`src/sv/bftc_pkg.sv`:
```
// Shared types and constants for the bitmap font text console.
// No dependencies; imported by bftc_cfg, bftc_seq, the top level and bftc_chk.
package bftc_pkg;

    // Font geometry
    localparam int GLYPH_ROWS      = 16;
    localparam int GLYPH_WIDTH     = 8;
    localparam int GLYPH_COUNT     = 256;
    localparam int STORE_DEPTH     = GLYPH_COUNT * GLYPH_ROWS;
    localparam int SLOT_W          = $clog2(STORE_DEPTH);
    localparam int CODE_W          = $clog2(GLYPH_COUNT);
    localparam int ROW_W           = $clog2(GLYPH_ROWS);
    localparam int NEWLINE_ADVANCE = 16;

    localparam logic [7:0] NEWLINE_CODE = 8'd10;
    localparam logic [7:0] NULL_CODE    = 8'd0;
    // Only the leftmost GLYPH_WIDTH pixels of a row are painted
    localparam logic [7:0] VIS_MASK     = 8'(8'hFF << (8 - GLYPH_WIDTH));

    // Register file
    localparam int CFG_IDX_W  = 3;
    localparam int CFG_DATA_W = 32;

    typedef enum logic [CFG_IDX_W-1:0] {
        CFG_PIXEL_COLOR  = 3'd0,
        CFG_FRAME_BASE   = 3'd1,
        CFG_SCAN_STRIDE  = 3'd2,
        CFG_SCREEN_WIDTH = 3'd3,
        CFG_HOME_X       = 3'd4,
        CFG_HOME_Y       = 3'd5
    } t_cfg_idx;

    typedef struct packed {
        logic [31:0] pixel_color;
        logic [31:0] frame_base;
        logic [13:0] scan_stride;
        logic [13:0] screen_width;
        logic [12:0] home_x;
        logic [15:0] home_y;
    } t_cfg;

    typedef enum logic [1:0] {
        OP_LOAD  = 2'd0,
        OP_PRINT = 2'd1,
        OP_HOME  = 2'd2
    } t_op;

    typedef enum logic [1:0] {
        ST_IDLE,
        ST_MUL,
        ST_BASE,
        ST_ROWS
    } t_state;

endpackage

```
`src/sv/bftc_cfg.sv`:
```
// Configuration register file: color, framebuffer geometry, home cursor.
// Depends on bftc_pkg.
module bftc_cfg import bftc_pkg::*; (
    input  logic                  i_clk,
    input  logic                  i_rst_n,
    input  logic                  i_cfg_we,
    input  logic [CFG_IDX_W-1:0]  i_cfg_idx,
    input  logic [CFG_DATA_W-1:0] i_cfg_data,
    output t_cfg                  o_cfg
);

    t_cfg r_cfg;

    always_ff @(posedge i_clk) begin
        if (!i_rst_n) begin
            r_cfg.pixel_color  <= 32'hFFFF_FFFF;
            r_cfg.frame_base   <= 32'd0;
            r_cfg.scan_stride  <= 14'd1024;
            r_cfg.screen_width <= 14'd1024;
            r_cfg.home_x       <= 13'd0;
            r_cfg.home_y       <= 16'd0;
        end else if (i_cfg_we) begin
            case (t_cfg_idx'(i_cfg_idx))
                CFG_PIXEL_COLOR:  r_cfg.pixel_color  <= i_cfg_data;
                CFG_FRAME_BASE:   r_cfg.frame_base   <= i_cfg_data;
                CFG_SCAN_STRIDE:  r_cfg.scan_stride  <= i_cfg_data[13:0];
                CFG_SCREEN_WIDTH: r_cfg.screen_width <= i_cfg_data[13:0];
                CFG_HOME_X:       r_cfg.home_x       <= i_cfg_data[12:0];
                CFG_HOME_Y:       r_cfg.home_y       <= i_cfg_data[15:0];
                default: ;  // unmapped index
            endcase
        end
    end

    assign o_cfg = r_cfg;

endmodule

```
`config.mk`:
```
export PLATFORM = sky130hd
export DESIGN_NAME = bftc_cfg
export DESIGN_NICKNAME = d
export VERILOG_FILES = /design/src/sv/bftc_pkg.sv /design/src/sv/bftc_cfg.sv
export SDC_FILE = /design/constraint.sdc
export NUM_CORES = 1
export LEC_CHECK = 0
export BUFFER_PORTS_ARGS = -buffer_cell sky130_fd_sc_hd__clkbuf_2
export CAP_MARGIN = 20
export CORE_MARGIN = 4
export CORE_UTILIZATION = 35
export DETAILED_ROUTE_END_ITERATION = 16
export PLACE_DENSITY = 0.69
export SLEW_MARGIN = 20
export SYNTH_ARGS = -nofsm -noshare
export SYNTH_HDL_FRONTEND = slang
export SYNTH_SLANG_ARGS = --single-unit
```
`constraint.sdc`:
```
create_clock -name i_clk -period 1.05 [get_ports i_clk]
set_input_delay 0.0525 -clock i_clk [delete_from_list [all_inputs] [get_ports i_clk]]
set_output_delay 0.0525 -clock i_clk [all_outputs]
set_load 0.01 [all_outputs]
```
==> metrics <==
status finished, final reports clean; Post-Synth Simple-Gate Area 19.70%; Yosys cell types 13; main combinational cell family by area after synthesis multiplexers; critical path launch point o_cfg[41]; global-route wire length before repair 21.10 mm; adder-cell area share of the yosys netlist 0%; Filler Cell Count 1,192; final WL 12.75 mm; cts bufs inserted 17; max reg flops 121; first-pass detailed-route iteration total 4; Reg2Reg Launch Point o_cfg[119]; CP Max Fanout 2; Wirelength per Cell 15.00 um; Mapped Area 0.004782 mm2; Clock Latency Late Sink 0.40 ns; delay-heaviest family, CP flip-flops; Yosys Warn Count 0; post-synthesis sequential area ratio 50.65%; Multi-input gate area 0.002153 mm2; Setup crit start kind register; grt total ovfl 0; Max Slew Vio Count 0; share of layout cells above drive strength 1 31.45%; final worst setup slack 0.08859 ns; Worst Path Required 1.00 ns; io pins 159; Setup CP Type register to output pin; initial antenna violation count 0; post-synthesis mux area share 25.33%; area added between synthesis and finish 42.67%; Hold Vio Cnt, Final 0; Total Routing Usage GR 16.86%; Hold Startpoint i_rst_n; final setup TNS 0 ns; flops & latches, synth 121; Worst Path Arrival 0.91 ns; HPWL Detailed 9.156 mm; core area 0.01330 mm2; Root Driver clkbuf_16; Mapped Cells 467; RD Place Congestion 0.8250; Synth Area in Compound Gates 0%; # H-tree levels 4; slew of the pin with the lowest slew margin 0.3813 ns; critical path cell sequence clkbuf_2; TritonCTS clock tree built; # Max-Cap Violations 0; syn_nets 505; die area 0.01560 mm2; Seq. cell area 0.002422 mm2; fin crit period 0.9614 ns; Critical path buffers and inverters 1; via/cell ratio 4.578; Post-CTS Setup Inserts 0; RSZ-0062 raised after global routing no; post-route ant nets 0; Die Y 124.9 um; # setup viols final 0; post-synthesis average cell area 10.24 um2; Max Clock Freq 1040 MHz; ant diodes 0; worst vdd ir 1580 uV; Synth Area in XOR/XNOR 0%; # DRC 0; row cnt 42; Clock Skew 0 ns; final net count 700; Tightest Hold Check Type input port to register; Initial Util 35.97%; count of input and output buffers 158; Setup WS pre-CTS -0.08563 ns; CP max-delay cell dfxtp_1; PD cells 1716 mW/mm2; vias in the first global route 4,115; clk sinks 121; Iter 0 DRT Violations 141; clock buffer depth 2; total number of vias 3,891; CP peak stage delay 0.36 ns; largest net degree at the start of global routing 66; Lkg Pwr 3.178 nW; period utilisation layout 91.56%; critical path endpoint category output pin; Max-slew headroom 74.53%; Clk pin slew, worst setup/hold paths 0.06 ns; Die W 124.9 um
## kinds of logic (layout without fill, tap and decap cells)
group                  Yosys count  count (layout)
buffers and inverters           34             241
multiplexers                   121             121
AND/OR/NAND/NOR                191             191
flip-flops                     121             121
## cell type report
class	count	share of cell area (%)
clock inverters	14	2.934
clock buffers	17	6.235
repair buffers	210	20.54
well taps	176	3.228
multi-input cells	312	31.56
flip-flops and latches	121	35.50
## synthesized netlist by cell type
library cell / count / area share [%]
buf_2: 6 / 0.63
buf_6: 7 / 1.6
nor2b_1: 66 / 8.6
nand2_1: 119 / 9.3
mux2i_1: 121 / 25
nor4b_4: 1 / 0.50
nand4bb_1: 2 / 0.47
nand4b_2: 1 / 0.31
dfxtp_1: 121 / 51
and4bb_2: 1 / 0.26
clkbuf_1: 16 / 1.3
nand4b_1: 1 / 0.18
buf_4: 5 / 0.79
## metal layers
metal  global-route usage, %  wire length (um)
met1                   21.21              5779
met2                   26.78              5977
met3                   5.232               717
met4                   7.079               274
met5                       0                 0
## metrics by stage
stage / cell area [um2] / total power, W / cells / util [%] / hold slack [ns]
detailed placement: 5877 / 0.005642 / 787 / 44.20 / 0.3064
finish: 6823 / 0.01171 / 850 / 51.32 / 0.1005
global route: 6823 / 0.01212 / 850 / 51.32 / 0.09285
global placement: 5877 / 0.005621 / 787 / 44.20 / 0.2998
floorplan: 4782 / 0.005277 / 467 / - / 0.1946
CTS: 6823 / 0.01187 / 850 / 51.32 / 0.07893
## final timing paths
| check | endpoint | slack, ns | cells after the start |
|---|---|---|---|
| max | o_cfg[41] | 0.09 | 1 |
| min | o_cfg[99] | 0.10 | 3 |
| max reg2reg | o_cfg[119] | 0.41 | 2 |
| min reg2reg | o_cfg[79] | 0.46 | 2 |
## report_power, final
part           total (W)  switching [W]  internal (W)  leakage, nW
registers        0.00476      0.0000589       0.00470        0.981
logic           0.000879       0.000448      0.000431         1.90
clock network    0.00607        0.00210       0.00397        0.296
total             0.0117        0.00261       0.00910         3.18
## worst min-delay path, stage by stage
cell     delay [ns]
buf_4          0.18
nor2b_1        0.15
mux2i_1        0.07
## repair_timing
action | 4_1_cts | 5_1_grt
hold endpoints to repair | 59 | 0
resized for setup | 0 | 0
hold buffers | 32 | 0
## layout by cell type (no fill, tap or decap), drive strengths merged, types with 3 or more instances in the layout
| cell type | n |
|---|---|
| clkbuf | 174 |
| mux2i | 121 |
| dfxtp | 121 |
| nand2 | 119 |
| nor2b | 66 |
| dlygate4sd3 | 32 |
| buf | 21 |
| clkinv | 6 |
| bufinv | 4 |
| clkinvlp | 3 |
Note: power is estimated with default switching activity, not from simulation.
