**src/sv/bftc_pkg.sv**
```systemverilog
// Shared types and constants for the bitmap font text console.
// No dependencies; imported by bftc_cfg, bftc_seq, the top level and bftc_chk.
package bftc_pkg;

    // Font geometry
    localparam int GLYPH_ROWS      = 16;
    localparam int GLYPH_WIDTH     = 8;
    localparam int GLYPH_COUNT     = 256;
    localparam int STORE_DEPTH     = GLYPH_COUNT * GLYPH_ROWS;
    localparam int SLOT_W          = $clog2(STORE_DEPTH);
    localparam int CODE_W          = $clog2(GLYPH_COUNT);
    localparam int ROW_W           = $clog2(GLYPH_ROWS);
    localparam int NEWLINE_ADVANCE = 16;

    localparam logic [7:0] NEWLINE_CODE = 8'd10;
    localparam logic [7:0] NULL_CODE    = 8'd0;
    // Only the leftmost GLYPH_WIDTH pixels of a row are painted
    localparam logic [7:0] VIS_MASK     = 8'(8'hFF << (8 - GLYPH_WIDTH));

    // Register file
    localparam int CFG_IDX_W  = 3;
    localparam int CFG_DATA_W = 32;

    typedef enum logic [CFG_IDX_W-1:0] {
        CFG_PIXEL_COLOR  = 3'd0,
        CFG_FRAME_BASE   = 3'd1,
        CFG_SCAN_STRIDE  = 3'd2,
        CFG_SCREEN_WIDTH = 3'd3,
        CFG_HOME_X       = 3'd4,
        CFG_HOME_Y       = 3'd5
    } t_cfg_idx;

    typedef struct packed {
        logic [31:0] pixel_color;
        logic [31:0] frame_base;
        logic [13:0] scan_stride;
        logic [13:0] screen_width;
        logic [12:0] home_x;
        logic [15:0] home_y;
    } t_cfg;

    typedef enum logic [1:0] {
        OP_LOAD  = 2'd0,
        OP_PRINT = 2'd1,
        OP_HOME  = 2'd2
    } t_op;

    typedef enum logic [1:0] {
        ST_IDLE,
        ST_MUL,
        ST_BASE,
        ST_ROWS
    } t_state;

endpackage

```
**src/sv/bftc_in_if.sv**
```systemverilog
// Command channel interface: load / print / home items.
// Standalone; field widths fixed by the command format.
interface bftc_in_if;
    logic        valid;
    logic        ready;
    logic [1:0]  op;
    logic [11:0] glyph_slot;
    logic [7:0]  glyph_byte;
    logic [7:0]  char_code;

    modport source (output valid, op, glyph_slot, glyph_byte, char_code, input ready);
    modport sink   (input valid, op, glyph_slot, glyph_byte, char_code, output ready);
endinterface

```
**src/sv/bftc_out_if.sv**
```systemverilog
// Pixel row channel interface: one glyph row per transfer.
// Standalone; field widths fixed by the result format.
interface bftc_out_if;
    logic        valid;
    logic        ready;
    logic [31:0] row_address;
    logic [7:0]  row_mask;
    logic [31:0] ink_color;
    logic        last_row;

    modport source (output valid, row_address, row_mask, ink_color, last_row, input ready);
    modport sink   (input valid, row_address, row_mask, ink_color, last_row, output ready);
endinterface

```
**src/sv/bftc_seq.sv**
```systemverilog
// Item sequencer: cursor, row address generation, glyph row read-out.
// Depends on bftc_pkg, bftc_in_if, bftc_out_if; drives the glyph RAM ports.
module bftc_seq import bftc_pkg::*; (
    input  logic              i_clk,
    input  logic              i_rst_n,
    input  t_cfg              i_cfg,
    bftc_in_if.sink           i_cmd,
    bftc_out_if.source        o_pix,
    output logic              o_ram_we,
    output logic [SLOT_W-1:0] o_ram_waddr,
    output logic [7:0]        o_ram_wdata,
    output logic [SLOT_W-1:0] o_ram_raddr,
    input  logic [7:0]        i_ram_rdata
);

    t_state r_state, n_state;

    logic [12:0]       r_cx;
    logic [15:0]       r_cy;
    logic [ROW_W-1:0]  r_row, n_row;
    logic [CODE_W-1:0] r_code;
    logic [29:0]       r_prod;
    logic [31:0]       r_addr;

    logic              r_ov;
    logic [31:0]       r_oaddr;
    logic [7:0]        r_omask;
    logic [31:0]       r_ocolor;
    logic              r_olast;

    logic              w_acc;
    logic              w_draw;
    logic              w_fire;
    logic              w_last;
    logic [13:0]       w_nx;
    logic              w_wrap;

    assign w_acc  = i_cmd.valid && i_cmd.ready;
    // printable character: print op, not null, not newline
    assign w_draw = (t_op'(i_cmd.op) == OP_PRINT) && (i_cmd.char_code != NULL_CODE)
                    && (i_cmd.char_code != NEWLINE_CODE);
    assign w_last = (r_row == ROW_W'(GLYPH_ROWS - 1));
    assign w_nx   = {1'b0, r_cx} + 14'(GLYPH_WIDTH);
    assign w_wrap = (w_nx >= i_cfg.screen_width);

    // Next state
    always_comb begin
        n_state = r_state;
        case (r_state)
            ST_IDLE: if (w_acc && w_draw) n_state = ST_MUL;
            ST_MUL:  n_state = ST_BASE;
            ST_BASE: n_state = ST_ROWS;
            ST_ROWS: if (w_fire && w_last) n_state = ST_IDLE;
            default: n_state = ST_IDLE;
        endcase
    end

    // Outputs
    always_comb begin
        i_cmd.ready = 1'b0;
        w_fire      = 1'b0;
        case (r_state)
            ST_IDLE: i_cmd.ready = 1'b1;
            ST_ROWS: w_fire = !r_ov || o_pix.ready;
            default: ;
        endcase
    end

    // The next row value addresses the RAM so the registered read data is ready at fire
    always_comb begin
        n_row = r_row;
        if (w_fire) begin
            n_row = w_last ? '0 : r_row + ROW_W'(1);
        end
    end

    always_ff @(posedge i_clk) begin
        if (!i_rst_n) begin
            r_state <= ST_IDLE;
            r_row   <= '0;
            r_cx    <= '0;
            r_cy    <= '0;
            r_ov    <= 1'b0;
        end else begin
            r_state <= n_state;
            r_row   <= n_row;

            if (w_acc) begin
                case (t_op'(i_cmd.op))
                    OP_HOME: begin
                        r_cx <= i_cfg.home_x;
                        r_cy <= i_cfg.home_y;
                    end
                    OP_PRINT: begin
                        if (i_cmd.char_code == NEWLINE_CODE) begin
                            r_cx <= '0;
                            r_cy <= r_cy + 16'(NEWLINE_ADVANCE);
                        end
                    end
                    default: ;
                endcase
            end

            // cursor advance after the final row
            if (w_fire && w_last) begin
                if (w_wrap) begin
                    r_cx <= '0;
                    r_cy <= r_cy + 16'(GLYPH_ROWS);
                end else begin
                    r_cx <= w_nx[12:0];
                end
            end

            if (w_fire) begin
                r_ov <= 1'b1;
            end else if (o_pix.ready) begin
                r_ov <= 1'b0;
            end
        end
    end

    // Payload
    always_ff @(posedge i_clk) begin
        if (w_acc && w_draw) begin
            r_code <= i_cmd.char_code[CODE_W-1:0];
        end
        if (r_state == ST_MUL) begin
            r_prod <= 30'(r_cy) * 30'(i_cfg.scan_stride);
        end
        if (r_state == ST_BASE) begin
            r_addr <= i_cfg.frame_base + 32'(r_cx) + 32'(r_prod);
        end else if (w_fire) begin
            r_addr <= r_addr + 32'(i_cfg.scan_stride);
        end
        if (w_fire) begin
            r_oaddr  <= r_addr;
            r_omask  <= i_ram_rdata & VIS_MASK;
            r_ocolor <= i_cfg.pixel_color;
            r_olast  <= w_last;
        end
    end

    assign o_ram_we    = w_acc && (t_op'(i_cmd.op) == OP_LOAD);
    assign o_ram_waddr = i_cmd.glyph_slot[SLOT_W-1:0];
    assign o_ram_wdata = i_cmd.glyph_byte;
    assign o_ram_raddr = {r_code, n_row};

    assign o_pix.valid       = r_ov;
    assign o_pix.row_address = r_oaddr;
    assign o_pix.row_mask    = r_omask;
    assign o_pix.ink_color   = r_ocolor;
    assign o_pix.last_row    = r_olast;

endmodule

```
**src/flat_wrapper.sv**
```systemverilog
// flat-port wrapper written by rule: the top's interface ports become plain ports
module bftc_seq_flat import bftc_pkg::*;
  (i_clk, i_rst_n, i_cfg, o_ram_we, o_ram_waddr, o_ram_wdata, o_ram_raddr, i_ram_rdata, i_cmd_valid, i_cmd_op, i_cmd_glyph_slot, i_cmd_glyph_byte, i_cmd_char_code, i_cmd_ready, o_pix_valid, o_pix_row_address, o_pix_row_mask, o_pix_ink_color, o_pix_last_row, o_pix_ready);
  bftc_in_if i_cmd_i ();
  bftc_out_if o_pix_i ();
  input  logic i_clk;
  input  logic i_rst_n;
  input  t_cfg i_cfg;
  output logic o_ram_we;
  output logic [SLOT_W-1:0] o_ram_waddr;
  output logic [7:0] o_ram_wdata;
  output logic [SLOT_W-1:0] o_ram_raddr;
  input  logic [7:0] i_ram_rdata;
  input wire logic [$bits(i_cmd_i.valid)-1:0] i_cmd_valid;
  input wire logic [$bits(i_cmd_i.op)-1:0] i_cmd_op;
  input wire logic [$bits(i_cmd_i.glyph_slot)-1:0] i_cmd_glyph_slot;
  input wire logic [$bits(i_cmd_i.glyph_byte)-1:0] i_cmd_glyph_byte;
  input wire logic [$bits(i_cmd_i.char_code)-1:0] i_cmd_char_code;
  output wire logic [$bits(i_cmd_i.ready)-1:0] i_cmd_ready;
  output wire logic [$bits(o_pix_i.valid)-1:0] o_pix_valid;
  output wire logic [$bits(o_pix_i.row_address)-1:0] o_pix_row_address;
  output wire logic [$bits(o_pix_i.row_mask)-1:0] o_pix_row_mask;
  output wire logic [$bits(o_pix_i.ink_color)-1:0] o_pix_ink_color;
  output wire logic [$bits(o_pix_i.last_row)-1:0] o_pix_last_row;
  input wire logic [$bits(o_pix_i.ready)-1:0] o_pix_ready;
  assign i_cmd_i.valid = i_cmd_valid;
  assign i_cmd_i.op = i_cmd_op;
  assign i_cmd_i.glyph_slot = i_cmd_glyph_slot;
  assign i_cmd_i.glyph_byte = i_cmd_glyph_byte;
  assign i_cmd_i.char_code = i_cmd_char_code;
  assign i_cmd_ready = i_cmd_i.ready;
  assign o_pix_valid = o_pix_i.valid;
  assign o_pix_row_address = o_pix_i.row_address;
  assign o_pix_row_mask = o_pix_i.row_mask;
  assign o_pix_ink_color = o_pix_i.ink_color;
  assign o_pix_last_row = o_pix_i.last_row;
  assign o_pix_i.ready = o_pix_ready;
  bftc_seq u_core (.i_clk(i_clk), .i_rst_n(i_rst_n), .i_cfg(i_cfg), .i_cmd(i_cmd_i), .o_pix(o_pix_i), .o_ram_we(o_ram_we), .o_ram_waddr(o_ram_waddr), .o_ram_wdata(o_ram_wdata), .o_ram_raddr(o_ram_raddr), .i_ram_rdata(i_ram_rdata));
endmodule
```
**config.mk**
```make
export PLATFORM = sky130hd
export DESIGN_NAME = bftc_seq_flat
export DESIGN_NICKNAME = d
export VERILOG_FILES = /design/src/sv/bftc_pkg.sv /design/src/sv/bftc_in_if.sv /design/src/sv/bftc_out_if.sv /design/src/sv/bftc_seq.sv /design/src/flat_wrapper.sv
export SDC_FILE = /design/constraint.sdc
export NUM_CORES = 1
export LEC_CHECK = 0
export BUFFER_PORTS_ARGS = -buffer_cell sky130_fd_sc_hd__buf_4
export CAP_MARGIN = 20
export CELL_PAD_IN_SITES_DETAIL_PLACEMENT = 1
export CELL_PAD_IN_SITES_GLOBAL_PLACEMENT = 2
export CORE_MARGIN = 5
export CORE_UTILIZATION = 35
export CTS_BUF_LIST = sky130_fd_sc_hd__clkbuf_2
export CTS_CLUSTER_DIAMETER = 40
export DETAILED_ROUTE_END_ITERATION = 10
export MAX_ROUTING_LAYER = met4
export PLACE_DENSITY_LB_ADDON = 0.2
export SYNTH_ARGS = -nofsm -noshare
export SYNTH_HDL_FRONTEND = slang
export SYNTH_SLANG_ARGS = --single-unit
```
**constraint.sdc**
```tcl
create_clock -name i_clk -period 11.7 [get_ports i_clk]
set_input_delay 1.755 -clock i_clk [delete_from_list [all_inputs] [get_ports i_clk]]
set_output_delay 1.755 -clock i_clk [all_outputs]
set_load 0.02 [all_outputs]
```
==> results of run 1 <==
-- state kept, by name (all words and copies together) (netlist names) --
name and cells:
u_core.o_pix.ink_color 32, u_core.o_pix.last_row 1, u_core.o_pix.row_address 32, u_core.o_pix.row_mask 8, u_core.o_pix.valid 1, u_core.r_addr 32, u_core.r_code 8, u_core.r_cx 13
u_core.r_cy 16, u_core.r_prod 30, u_core.r_row 4, u_core.r_state 2
-- cells in the final DEF (no fill, tap or decap), drive strengths merged, types with 4 or more instances in the layout --
master,count
ha,179
o21bai,8
nand2,205
nor2b,7
o22a,9
buf,243
o21ai,65
nand2b,13
nand3,30
and3,19
nor2,80
a22oi,24
or3,5
inv,271
a211oi,16
dfxtp,36
mux2i,6
xnor2,53
fa,180
and2,99
o211ai,5
o21a,12
a31oi,8
nor3,15
nand4,9
edfxtp,143
xor2,45
a32o,4
clkbuf,19
a21o,27
a21oi,92
-- worst register-to-register path: cells and delay by family (launching register included) --
family | cells | cell delay [ns]
AND/OR/NAND/NOR | 2 | 0.34
AO/OA/AOI/OAI | 8 | 1.75
XOR/XNOR | 1 | 0.10
buffers and inverters | 3 | 0.14
flip-flops | 1 | 0.99
adder cells (fa/ha/maj) | 7 | 3.34
-- area by class of cell --
cell class	count	area, um^2	share of cell area (%)
clock buffers	19	95.09	0.4762
multi-input cells	1250	11070	55.43
well taps	664	830.8	4.160
clock inverters	13	131.4	0.6579
flip-flops and latches	179	5015	25.11
inverters	261	980.9	4.912
diodes	1	2.502	0.01253
repair buffers	243	1844	9.236
-- logic make-up after synthesis --
| kind of cell | after synthesis | synth area share [%] |
|---|---|---|
| flip-flops | 179 | 28.71 |
| multiplexers | 6 | 0.3438 |
| AO/OA/AOI/OAI | 292 | 11.09 |
| buffers and inverters | 347 | 7.957 |
| adder cells (fa/ha/maj) | 359 | 33.45 |
| AND/OR/NAND/NOR | 495 | 13.54 |
| XOR/XNOR | 98 | 4.913 |
-- power groups by stage --
stage	registers (mW)	logic (mW)	clock network, mW
2_1_floorplan	0.897	0.686	0
4_1_cts	0.903	1.00	0.363
3_5_place_dp	0.918	0.990	0
3_3_place_gp	0.916	0.973	0
5_1_grt	0.912	1.11	0.386
6_report	0.902	0.988	0.343
-- routing by layer --
| layer | wire, um | part of all wire, % | track usage, % | up-vias |
|---|---|---|---|---|
| met5 | 0 | 0 | - | - |
| met4 | 636 | 1.2 | 3.634 | 0 |
| met3 | 1762 | 3.4 | 2.990 | 30 |
| met2 | 25280 | 49 | 32.94 | 194 |
| met1 | 24380 | 47 | 26.33 | 6607 |
| li1 | - | - | - | 6196 |
-- path summary, 6_finish.rpt --
kind                                                  start                           to  slack [ns]  cells after the start
worst max-delay path                              i_cfg[51]  u_core.r_prod[29]$_DFFE_PN_        4.76                     23
worst min-delay path            u_core.r_cx[0]$_SDFFE_PN0P_  u_core.r_cx[0]$_SDFFE_PN0P_        0.49                      2
worst max register to register    u_core.r_cy[8]$_SDFF_PN0_  u_core.r_prod[29]$_DFFE_PN_        4.77                     21
worst min register to register  u_core.r_cx[0]$_SDFFE_PN0P_  u_core.r_cx[0]$_SDFFE_PN0P_        0.49                      2
-- through the flow --
stage                     utilization [%]  cells  setup slack (ns)  total power [mW]
final                               40.63   2630             4.756             2.233
after detailed placement            40.09   2595             3.808             1.908
after floorplan                         -   1776             4.307             1.583
after global placement              40.09   2595             3.910             1.888
after CTS                           40.55   2627             4.771             2.266
after global routing                40.63   2630             4.365             2.408
==> results.py, run 1 <==
metrics = {
    "setup_path": {
        "cp_slowest_cell": "fa_1",
        "path_delay_family": "adder cells",
        "path_buf_inv": 5,
        "worst_setup_path_start_kind": "input pin",
        "cp.arrival_ns": 7.62,
        "max_stage_delay_ns": 0.53,
        "setup.worst_path.end_class": "flop",
        "critPathRequiredTime_ns": 12.37,
        "path_class": "in -> reg",
        "crit_fanout": 17,
        "cpMostUsedCell": "fa_1",
        "cp_cell_sequence": "buf_4, and2_1, fa_1, inv_1, fa_1, inv_1, fa_1, fa_1, fa_1, inv_1, fa_1, inv_1, ha_1, a21oi_1, a21oi_1, nor2_1, a2bb2oi_1, o31ai_2, o221a_2, o41ai_4, o21ai_1, a21oi_1, xnor2_1",
    },
    "power": {
        "power.leakage_nw": 9.381,
        "p_sw_share_pct": 40.79,
        "pwr-share-comb_pct": 44.2,
        "p_sw_mw": 0.9106,
        "peakVddDrop_uv": 60.18,
        "p_per_area_nw_per_um2": 111.8,
        "internal_power_mw": 1.322,
        "p_seq_share_pct": 40.4,
        "p_clk_share_pct": 15.4,
    },
    "logic_synthesis": {
        "synth_seq_cells": 179,
        "synth_common_cells": "260 x inv_1, 205 x nand2_1, 180 x fa_1, 179 x ha_1, 143 x edfxtp_1",
        "yosysWarningCount": 0,
        "synth_area_per_cell_um2": 9.836,
        "synth_area_um2": 17470,
        "postSynthCellCount": 1776,
        "ys_types": 68,
        "synth_edf_count": 143,
        "yosysSeqAreaShare_pct": 28.71,
        "yosys.area.top_type_share_pct": 24.58,
        "synth.most_common_cell": "inv_1",
        "yosysTopAreaCell": "edfxtp_1",
        "async_flop_share_pct": 0,
        "syn-num-nets": 2298,
        "synth_area_leaders": "edfxtp_1 25%, fa_1 21%, ha_1 13%",
        "ys.flop_type": "edfxtp_1",
    },
    "sta": {
        "fmax_mhz": 144.0,
        "slew_headroom_pct": 29.38,
        "holdWs_ns": 0.4910,
        "setup_tns_ns": 0,
        "finalClockSkew_ns": 0.05475,
        "drv_slew": 0,
        "finalSetupViolations": 0,
        "finalHoldViolations": 0,
        "fin_crit_sh_pct": 59.35,
        "post-route-min-period_ns": 6.944,
        "tightest_slew_ns": 1.058,
        "rsz0062_at_grt": "no",
    },
    "grt": {
        "track_usage_pct": 19.87,
        "grt_pass1_wl_mm": 80.65,
        "grt-ovfl-total": 0,
        "grt_pass1_vias": 14100,
        "grt_max_degree": 64,
        "grt_antenna_before_repair": 2,
    },
    "cells_and_area": {
        "fin_nets": 2474,
        "syn2layout_area_growth_pct": 14.31,
        "finish.instance_area_um2": 19970,
        "drive_gt1_share_pct": 15.27,
        "fill_cells": 5593,
    },
    "placed_design": {
        "port_buffers": 230,
        "dp_hpwl_mm": 42.22,
        "gp_congestion": 0.8362,
        "postPlaceCellArea_um2": 19710,
    },
    "routing": {
        "via_count": 13030,
        "wl_per_cell_um": 19.79,
        "drt_iter0_drc": 445,
        "ant_nets": 0,
        "vias_per_cell": 4.953,
        "drcViolationCount": 0,
        "dr.pass1.iters": 4,
        "routed_wl_mm": 52.06,
    },
    "floorplan": {
        "fp.dieW_um": 233.4,
        "coreArea_um2": 49150,
        "io-pin-count": 271,
        "initial_utilization_pct": 35.54,
        "die_area_um2": 54480,
        "rows": 81,
        "die_h_um": 233.4,
    },
    "clocking": {
        "postCtsHoldBufs": 0,
        "htreeDepth": 4,
        "root_buffer": "clkbuf_2",
        "cts_made_buffers": 17,
        "clk_pin_slew_ns": 0.25,
        "cts_resized": 0,
        "clk_latency_ns": 0.94,
        "postCtsSetupRepairBufs": 0,
        "clock-sinks": 179,
        "clk_path_buf_depth": 2,
        "cts_tree": "yes",
    },
    "job": {
        "maxCapViolations": 0,
    },
    "run_status": {
        "status": "completed",
    },
    "worst_hold_path": {
        "hp-class": "reg -> reg",
    },
}
Power figures use the tool's default switching activity.
==> run 2: changes to the inputs <==
==> constraint.sdc (replaced) <==
create_clock -name i_clk -period 6.4 [get_ports i_clk]
set_input_delay 0.96 -clock i_clk [delete_from_list [all_inputs] [get_ports i_clk]]
set_output_delay 0.96 -clock i_clk [all_outputs]
set_load 0.02 [all_outputs]
==> results.py, run 2 (synthesis gave the netlist of run 1 again) <==
metrics = {
    "power": {
        "peakVddDrop_uv": 107.8,
        "power.total_mw": 4.142,
        "power.leakage_nw": 10.06,
        "p_per_area_nw_per_um2": 194.5,
    },
    "sta": {
        "slew_headroom_pct": 30.82,
        "post-route-min-period_ns": 6.133,
        "finalSetupViolations": 0,
        "finalHoldViolations": 0,
        "finalClockSkew_ns": 0.06802,
        "post-route-worst-setup-slack_ns": 0.2671,
        "tightest_slew_ns": 1.038,
        "fin_crit_sh_pct": 95.83,
        "fmax_mhz": 163.1,
        "drv_slew": 0,
        "rsz0062_at_grt": "no",
    },
    "setup_path": {
        "crit_fanout": 14,
        "r2r_start": "u_core.r_cy[5]$_SDFF_PN0_",
        "worst_setup_path_start_kind": "flop",
        "r2r_end": "u_core.r_prod[27]$_DFFE_PN_",
        "rrSetupSlack_ns": 0.27,
        "critPathRequiredTime_ns": 7.14,
        "r2r_cells": 22,
        "cp.arrival_ns": 6.87,
        "path_class": "reg -> reg",
        "setup.worst_path.end_class": "flop",
    },
    "routing": {
        "ant_nets": 0,
        "drt_iter0_drc": 419,
        "vias_per_cell": 4.848,
        "wl_per_cell_um": 19.03,
        "drcViolationCount": 0,
        "routed_wl_mm": 52.80,
        "via_count": 13450,
        "dr.pass1.iters": 4,
    },
    "placed_design": {
        "dp_hpwl_mm": 44.08,
        "port_buffers": 230,
        "place_ws_ns": -0.3918,
        "gp_congestion": 0.8300,
        "placed_cells": 2687,
        "postPlaceCellArea_um2": 20470,
    },
    "floorplan": {
        "initial_utilization_pct": 35.54,
        "fp.dieW_um": 233.4,
        "coreArea_um2": 49150,
        "io-pin-count": 271,
        "die_h_um": 233.4,
        "die_area_um2": 54480,
        "rows": 81,
    },
    "cells_and_area": {
        "fin_nets": 2615,
        "syn2layout_area_growth_pct": 21.94,
        "finish.instance_area_um2": 21300,
        "drive_gt1_share_pct": 19.52,
        "final_util_pct": 43.34,
        "final_common_cell": "buf_4",
        "fin_cells": 2774,
        "final_cell_mix": "332 x buf_4, 260 x inv_1, 205 x nand2_1",
    },
    "clocking": {
        "clock-sinks": 179,
        "clk_path_buf_depth": 2,
        "cts_tree": "yes",
        "clk_latency_ns": 1.01,
        "cts_made_buffers": 17,
        "root_buffer": "clkbuf_2",
        "htreeDepth": 4,
        "clk_pin_slew_ns": 0.30,
    },
    "grt": {
        "grt-ovfl-total": 0,
        "grt_pass1_vias": 15090,
        "grt_pass1_wl_mm": 83.70,
        "grt_max_degree": 64,
        "grt_antenna_before_repair": 2,
        "track_usage_pct": 20.46,
    },
    "worst_hold_path": {
        "whs_path_depth": 3,
        "holdPathEnd": "u_core.r_cy[2]$_SDFFE_PN0P_",
        "hp-class": "in -> reg",
        "min_from": "i_cfg[2]",
    },
    "run_status": {
        "status": "completed",
    },
    "job": {
        "maxCapViolations": 0,
    },
}
-- run 2: stage by stage --
stage | hold WS, ns | setup TNS, ns
finish | 0.1939 | 0
detailed placement | 0.4574 | -2.183
global placement | 0.4444 | -1.349
floorplan | 0.4307 | 0
global route | 0.04627 | 0
CTS | 0.01599 | 0
-- run 2: what timing repair did --
item,in CTS,in global routing
gates resized for setup,5,10
buffers inserted,0,2
endpoints found under the setup margin,3,6
hold endpoints to repair,48,0
pin swaps,0,1
hold buffers,48,0
-- run 2: routing by layer --
layer | global-route usage [%] | part of all wire [%] | vias up
met3 | 3.282 | 3.7 | 51
met4 | 5.799 | 2.3 | 0
met2 | 35.18 | 50 | 191
met5 | - | 0 | -
met1 | 25.07 | 44 | 6721
li1 | - | - | 6486
-- run 2: worst max path at each step --
stage | from | to | slack, ns | depth (start not counted)
after floorplan | i_cfg[45] | u_core.r_prod[27]$_DFFE_PN_ | 0.008 | 23
after global placement | i_cfg[45] | u_core.r_prod[29]$_DFFE_PN_ | -0.26 | 23
after detailed placement | i_cfg[45] | u_core.r_prod[27]$_DFFE_PN_ | -0.39 | 23
after CTS | u_core.r_cy[7]$_SDFF_PN0_ | u_core.r_prod[27]$_DFFE_PN_ | 0.02 | 23
after global routing | u_core.r_cy[12]$_SDFF_PN0_ | u_core.r_prod[26]$_DFFE_PN_ | 0.01 | 21
final | u_core.r_cy[5]$_SDFF_PN0_ | u_core.r_prod[27]$_DFFE_PN_ | 0.27 | 22
-- run 2: area by class of cell --
class / count / area, um^2
Clock inverter: 15 / 166.4
Inverter: 261 / 980.9
Multi-Input combinational cell: 1250 / 11140
Antenna cell: 4 / 10.01
Tap cell: 664 / 830.8
Timing Repair Buffer: 384 / 3060
Fill cell: 5638 / 27850
Sequential cell: 179 / 5032
Clock buffer: 17 / 85.08
-- run 2: critical path, stage by stage, from the launching register on --
cell and delay [ns]:
dfxtp_2 0.52, and2_1 0.22, fa_1 0.55, inv_1 0.06, fa_1 0.53, inv_1 0.05, fa_1 0.49, fa_1 0.43
fa_1 0.50, inv_1 0.05, fa_1 0.47, inv_1 0.06, ha_4 0.29, and2_1 0.18, nand4_1 0.12, a211oi_2 0.19
a31oi_2 0.08, o31ai_2 0.27, o221a_2 0.28, o41ai_4 0.08, o21bai_1 0.19, a21oi_2 0.09, xnor2_1 0.12
-- run 2: power breakdown --
| part | switching, mW | leakage (nW) | total (mW) | internal [mW] |
|---|---|---|---|---|
| sequential | 0.142 | 1.60 | 1.65 | 1.51 |
| clock | 0.477 | 0.148 | 0.640 | 0.162 |
| combinational | 1.06 | 8.31 | 1.85 | 0.784 |
==> run 3: changes to the inputs <==
--- a/config.mk
+++ b/config.mk
@@ -10,7 +10,7 @@
 export CELL_PAD_IN_SITES_DETAIL_PLACEMENT = 1
 export CELL_PAD_IN_SITES_GLOBAL_PLACEMENT = 2
 export CORE_MARGIN = 5
-export CORE_UTILIZATION = 35
+export CORE_UTILIZATION = 38
 export CTS_BUF_LIST = sky130_fd_sc_hd__clkbuf_2
 export CTS_CLUSTER_DIAMETER = 40
 export DETAILED_ROUTE_END_ITERATION = 10
==> results.py, run 3 (synthesis gave the netlist of run 1 again) <==
metrics = {
    "run_status": {
        "status": "completed",
    },
    "routing": {
        "ant_nets": 0,
        "drt_iter0_drc": 459,
        "routed_wl_mm": 50.47,
        "drcViolationCount": 0,
        "dr.pass1.iters": 6,
        "vias_per_cell": 4.965,
        "via_count": 13250,
        "wl_per_cell_um": 18.91,
    },
    "placed_design": {
        "dp_hpwl_mm": 42.76,
        "placed_cells": 2629,
        "postPlaceCellArea_um2": 20450,
        "port_buffers": 230,
        "gp_congestion": 0.8355,
    },
    "clocking": {
        "root_buffer": "clkbuf_2",
        "clock-sinks": 179,
        "cts_made_buffers": 17,
        "clk_latency_ns": 0.99,
        "clk_path_buf_depth": 2,
        "clk_pin_slew_ns": 0.31,
        "htreeDepth": 4,
        "cts_tree": "yes",
    },
    "worst_hold_path": {
        "holdPathEnd": "u_core.r_code[5]$_DFFE_PP_",
        "min_from": "i_cmd_char_code[5]",
        "whs_path_depth": 1,
        "hp-class": "in -> reg",
    },
    "cells_and_area": {
        "drive_gt1_share_pct": 20.23,
        "finish.instance_area_um2": 20820,
        "fin_nets": 2575,
        "syn2layout_area_growth_pct": 19.16,
        "final_cell_mix": "337 x buf_4, 260 x inv_1, 205 x nand2_1",
        "final_common_cell": "buf_4",
        "fin_cells": 2669,
    },
    "grt": {
        "track_usage_pct": 20.89,
        "grt_pass1_vias": 14570,
        "grt_antenna_before_repair": 2,
        "grt-ovfl-total": 0,
        "grt_pass1_wl_mm": 80.13,
        "grt_max_degree": 64,
    },
    "sta": {
        "fmax_mhz": 161.9,
        "finalClockSkew_ns": 0.07458,
        "finalSetupViolations": 0,
        "slew_headroom_pct": 29.55,
        "fin_crit_sh_pct": 96.51,
        "post-route-min-period_ns": 6.177,
        "tightest_slew_ns": 1.057,
        "drv_slew": 0,
        "finalHoldViolations": 0,
    },
    "power": {
        "p_seq_share_pct": 39.9,
        "p_sw_mw": 1.640,
        "p_per_area_nw_per_um2": 197.7,
        "peakVddDrop_uv": 112.4,
        "p_clk_share_pct": 15.3,
        "p_sw_share_pct": 39.83,
        "pwr-share-comb_pct": 44.8,
        "power.leakage_nw": 9.890,
        "internal_power_mw": 2.477,
    },
    "setup_path": {
        "r2r_end": "u_core.r_prod[27]$_DFFE_PN_",
        "cp.arrival_ns": 6.88,
        "setup.worst_path.end_class": "flop",
        "r2r_start": "u_core.r_cy[11]$_SDFF_PN0_",
        "path_class": "reg -> reg",
        "critPathRequiredTime_ns": 7.11,
        "rrSetupSlack_ns": 0.22,
        "crit_fanout": 10,
        "worst_setup_path_start_kind": "flop",
        "r2r_cells": 23,
    },
    "floorplan": {
        "initial_utilization_pct": 38.49,
        "fp.dieW_um": 224.4,
        "io-pin-count": 271,
        "die_h_um": 224.4,
        "die_area_um2": 50360,
        "rows": 78,
        "coreArea_um2": 45380,
    },
    "job": {
        "maxCapViolations": 0,
    },
}
[run 3: worst max path at each step]
stage,endpoint,from,depth (start not counted),slack [ns]
after floorplan,u_core.r_prod[27]$_DFFE_PN_,i_cfg[45],23,0.008
after global placement,u_core.r_prod[27]$_DFFE_PN_,i_cfg[45],23,-0.26
after detailed placement,u_core.r_prod[29]$_DFFE_PN_,i_cfg[45],23,-0.42
after CTS,u_core.r_prod[27]$_DFFE_PN_,u_core.r_cy[7]$_SDFF_PN0_,21,0.002
after global routing,u_core.r_prod[27]$_DFFE_PN_,u_core.r_cy[11]$_SDFF_PN0_,23,-0.007
final,u_core.r_prod[27]$_DFFE_PN_,u_core.r_cy[11]$_SDFF_PN0_,23,0.22
[run 3: worst max-delay path, cell delays in order, from the launching register on]
cell      delay [ns]
dfxtp_2         0.44
buf_12          0.16
and2_1          0.15
fa_1            0.53
inv_1           0.05
fa_1            0.47
inv_1           0.05
fa_1            0.46
fa_1            0.50
fa_1            0.50
inv_1           0.05
fa_1            0.47
inv_1           0.06
ha_4            0.23
and2_1          0.19
nand4_1         0.13
a211oi_2        0.06
a31oi_2         0.26
o31ai_4         0.09
o221a_2         0.32
o41ai_4         0.35
o21bai_1        0.10
a21oi_1         0.16
xnor2_1         0.08
[run 3: repair_timing]
action	4_1_cts	5_1_grt
endpoints found under the hold margin	3	0
hold buffers	3	0
pin swaps	0	0
setup buffers	0	1
endpoints found under the setup margin	5	6
gates resized for setup	3	16
[run 3: cell type report]
class / count / area [um^2]
fill: 5222 / 24560
multi-input combinational: 1250 / 11140
sequential: 179 / 5037
timing repair buffer: 344 / 2648
inverter: 261 / 980.9
tap: 600 / 750.7
clock inverter: 13 / 152.6
clock buffer: 19 / 95.09
antenna: 3 / 7.507
[run 3: power groups by stage]
stage	sequential, mW	clock, mW	combinational, mW
3_5_place_dp	1.67	0	1.84
4_1_cts	1.65	0.665	1.86
6_report	1.64	0.630	1.84
2_1_floorplan	1.64	0	1.27
3_3_place_gp	1.67	0	1.80
5_1_grt	1.66	0.711	2.07
[run 3: stage by stage]
stage / power [mW] / util (%) / worst slack [ns] / hold slack (ns) / TNS [ns]
floorplan: 2.905 / - / 0.008128 / 0.4307 / 0
global placement: 3.474 / 45.06 / -0.2608 / 0.4434 / -1.285
global route: 4.440 / 45.87 / -0.007275 / 0.004195 / -0.008770
detailed placement: 3.519 / 45.06 / -0.4187 / 0.4665 / -2.487
finish: 4.116 / 45.87 / 0.2230 / 0.1562 / 0
CTS: 4.175 / 45.68 / 0.001867 / 0.009468 / 0
[run 3: routing by layer]
metal / GRT usage [%] / vias to the layer above / wire length, um
li1: - / 6401 / -
met1: 26.24 / 6599 / 23010
met2: 35.60 / 210 / 24770
met3: 3.263 / 42 / 1684
met4: 5.166 / 0 / 1000
met5: - / - / 0
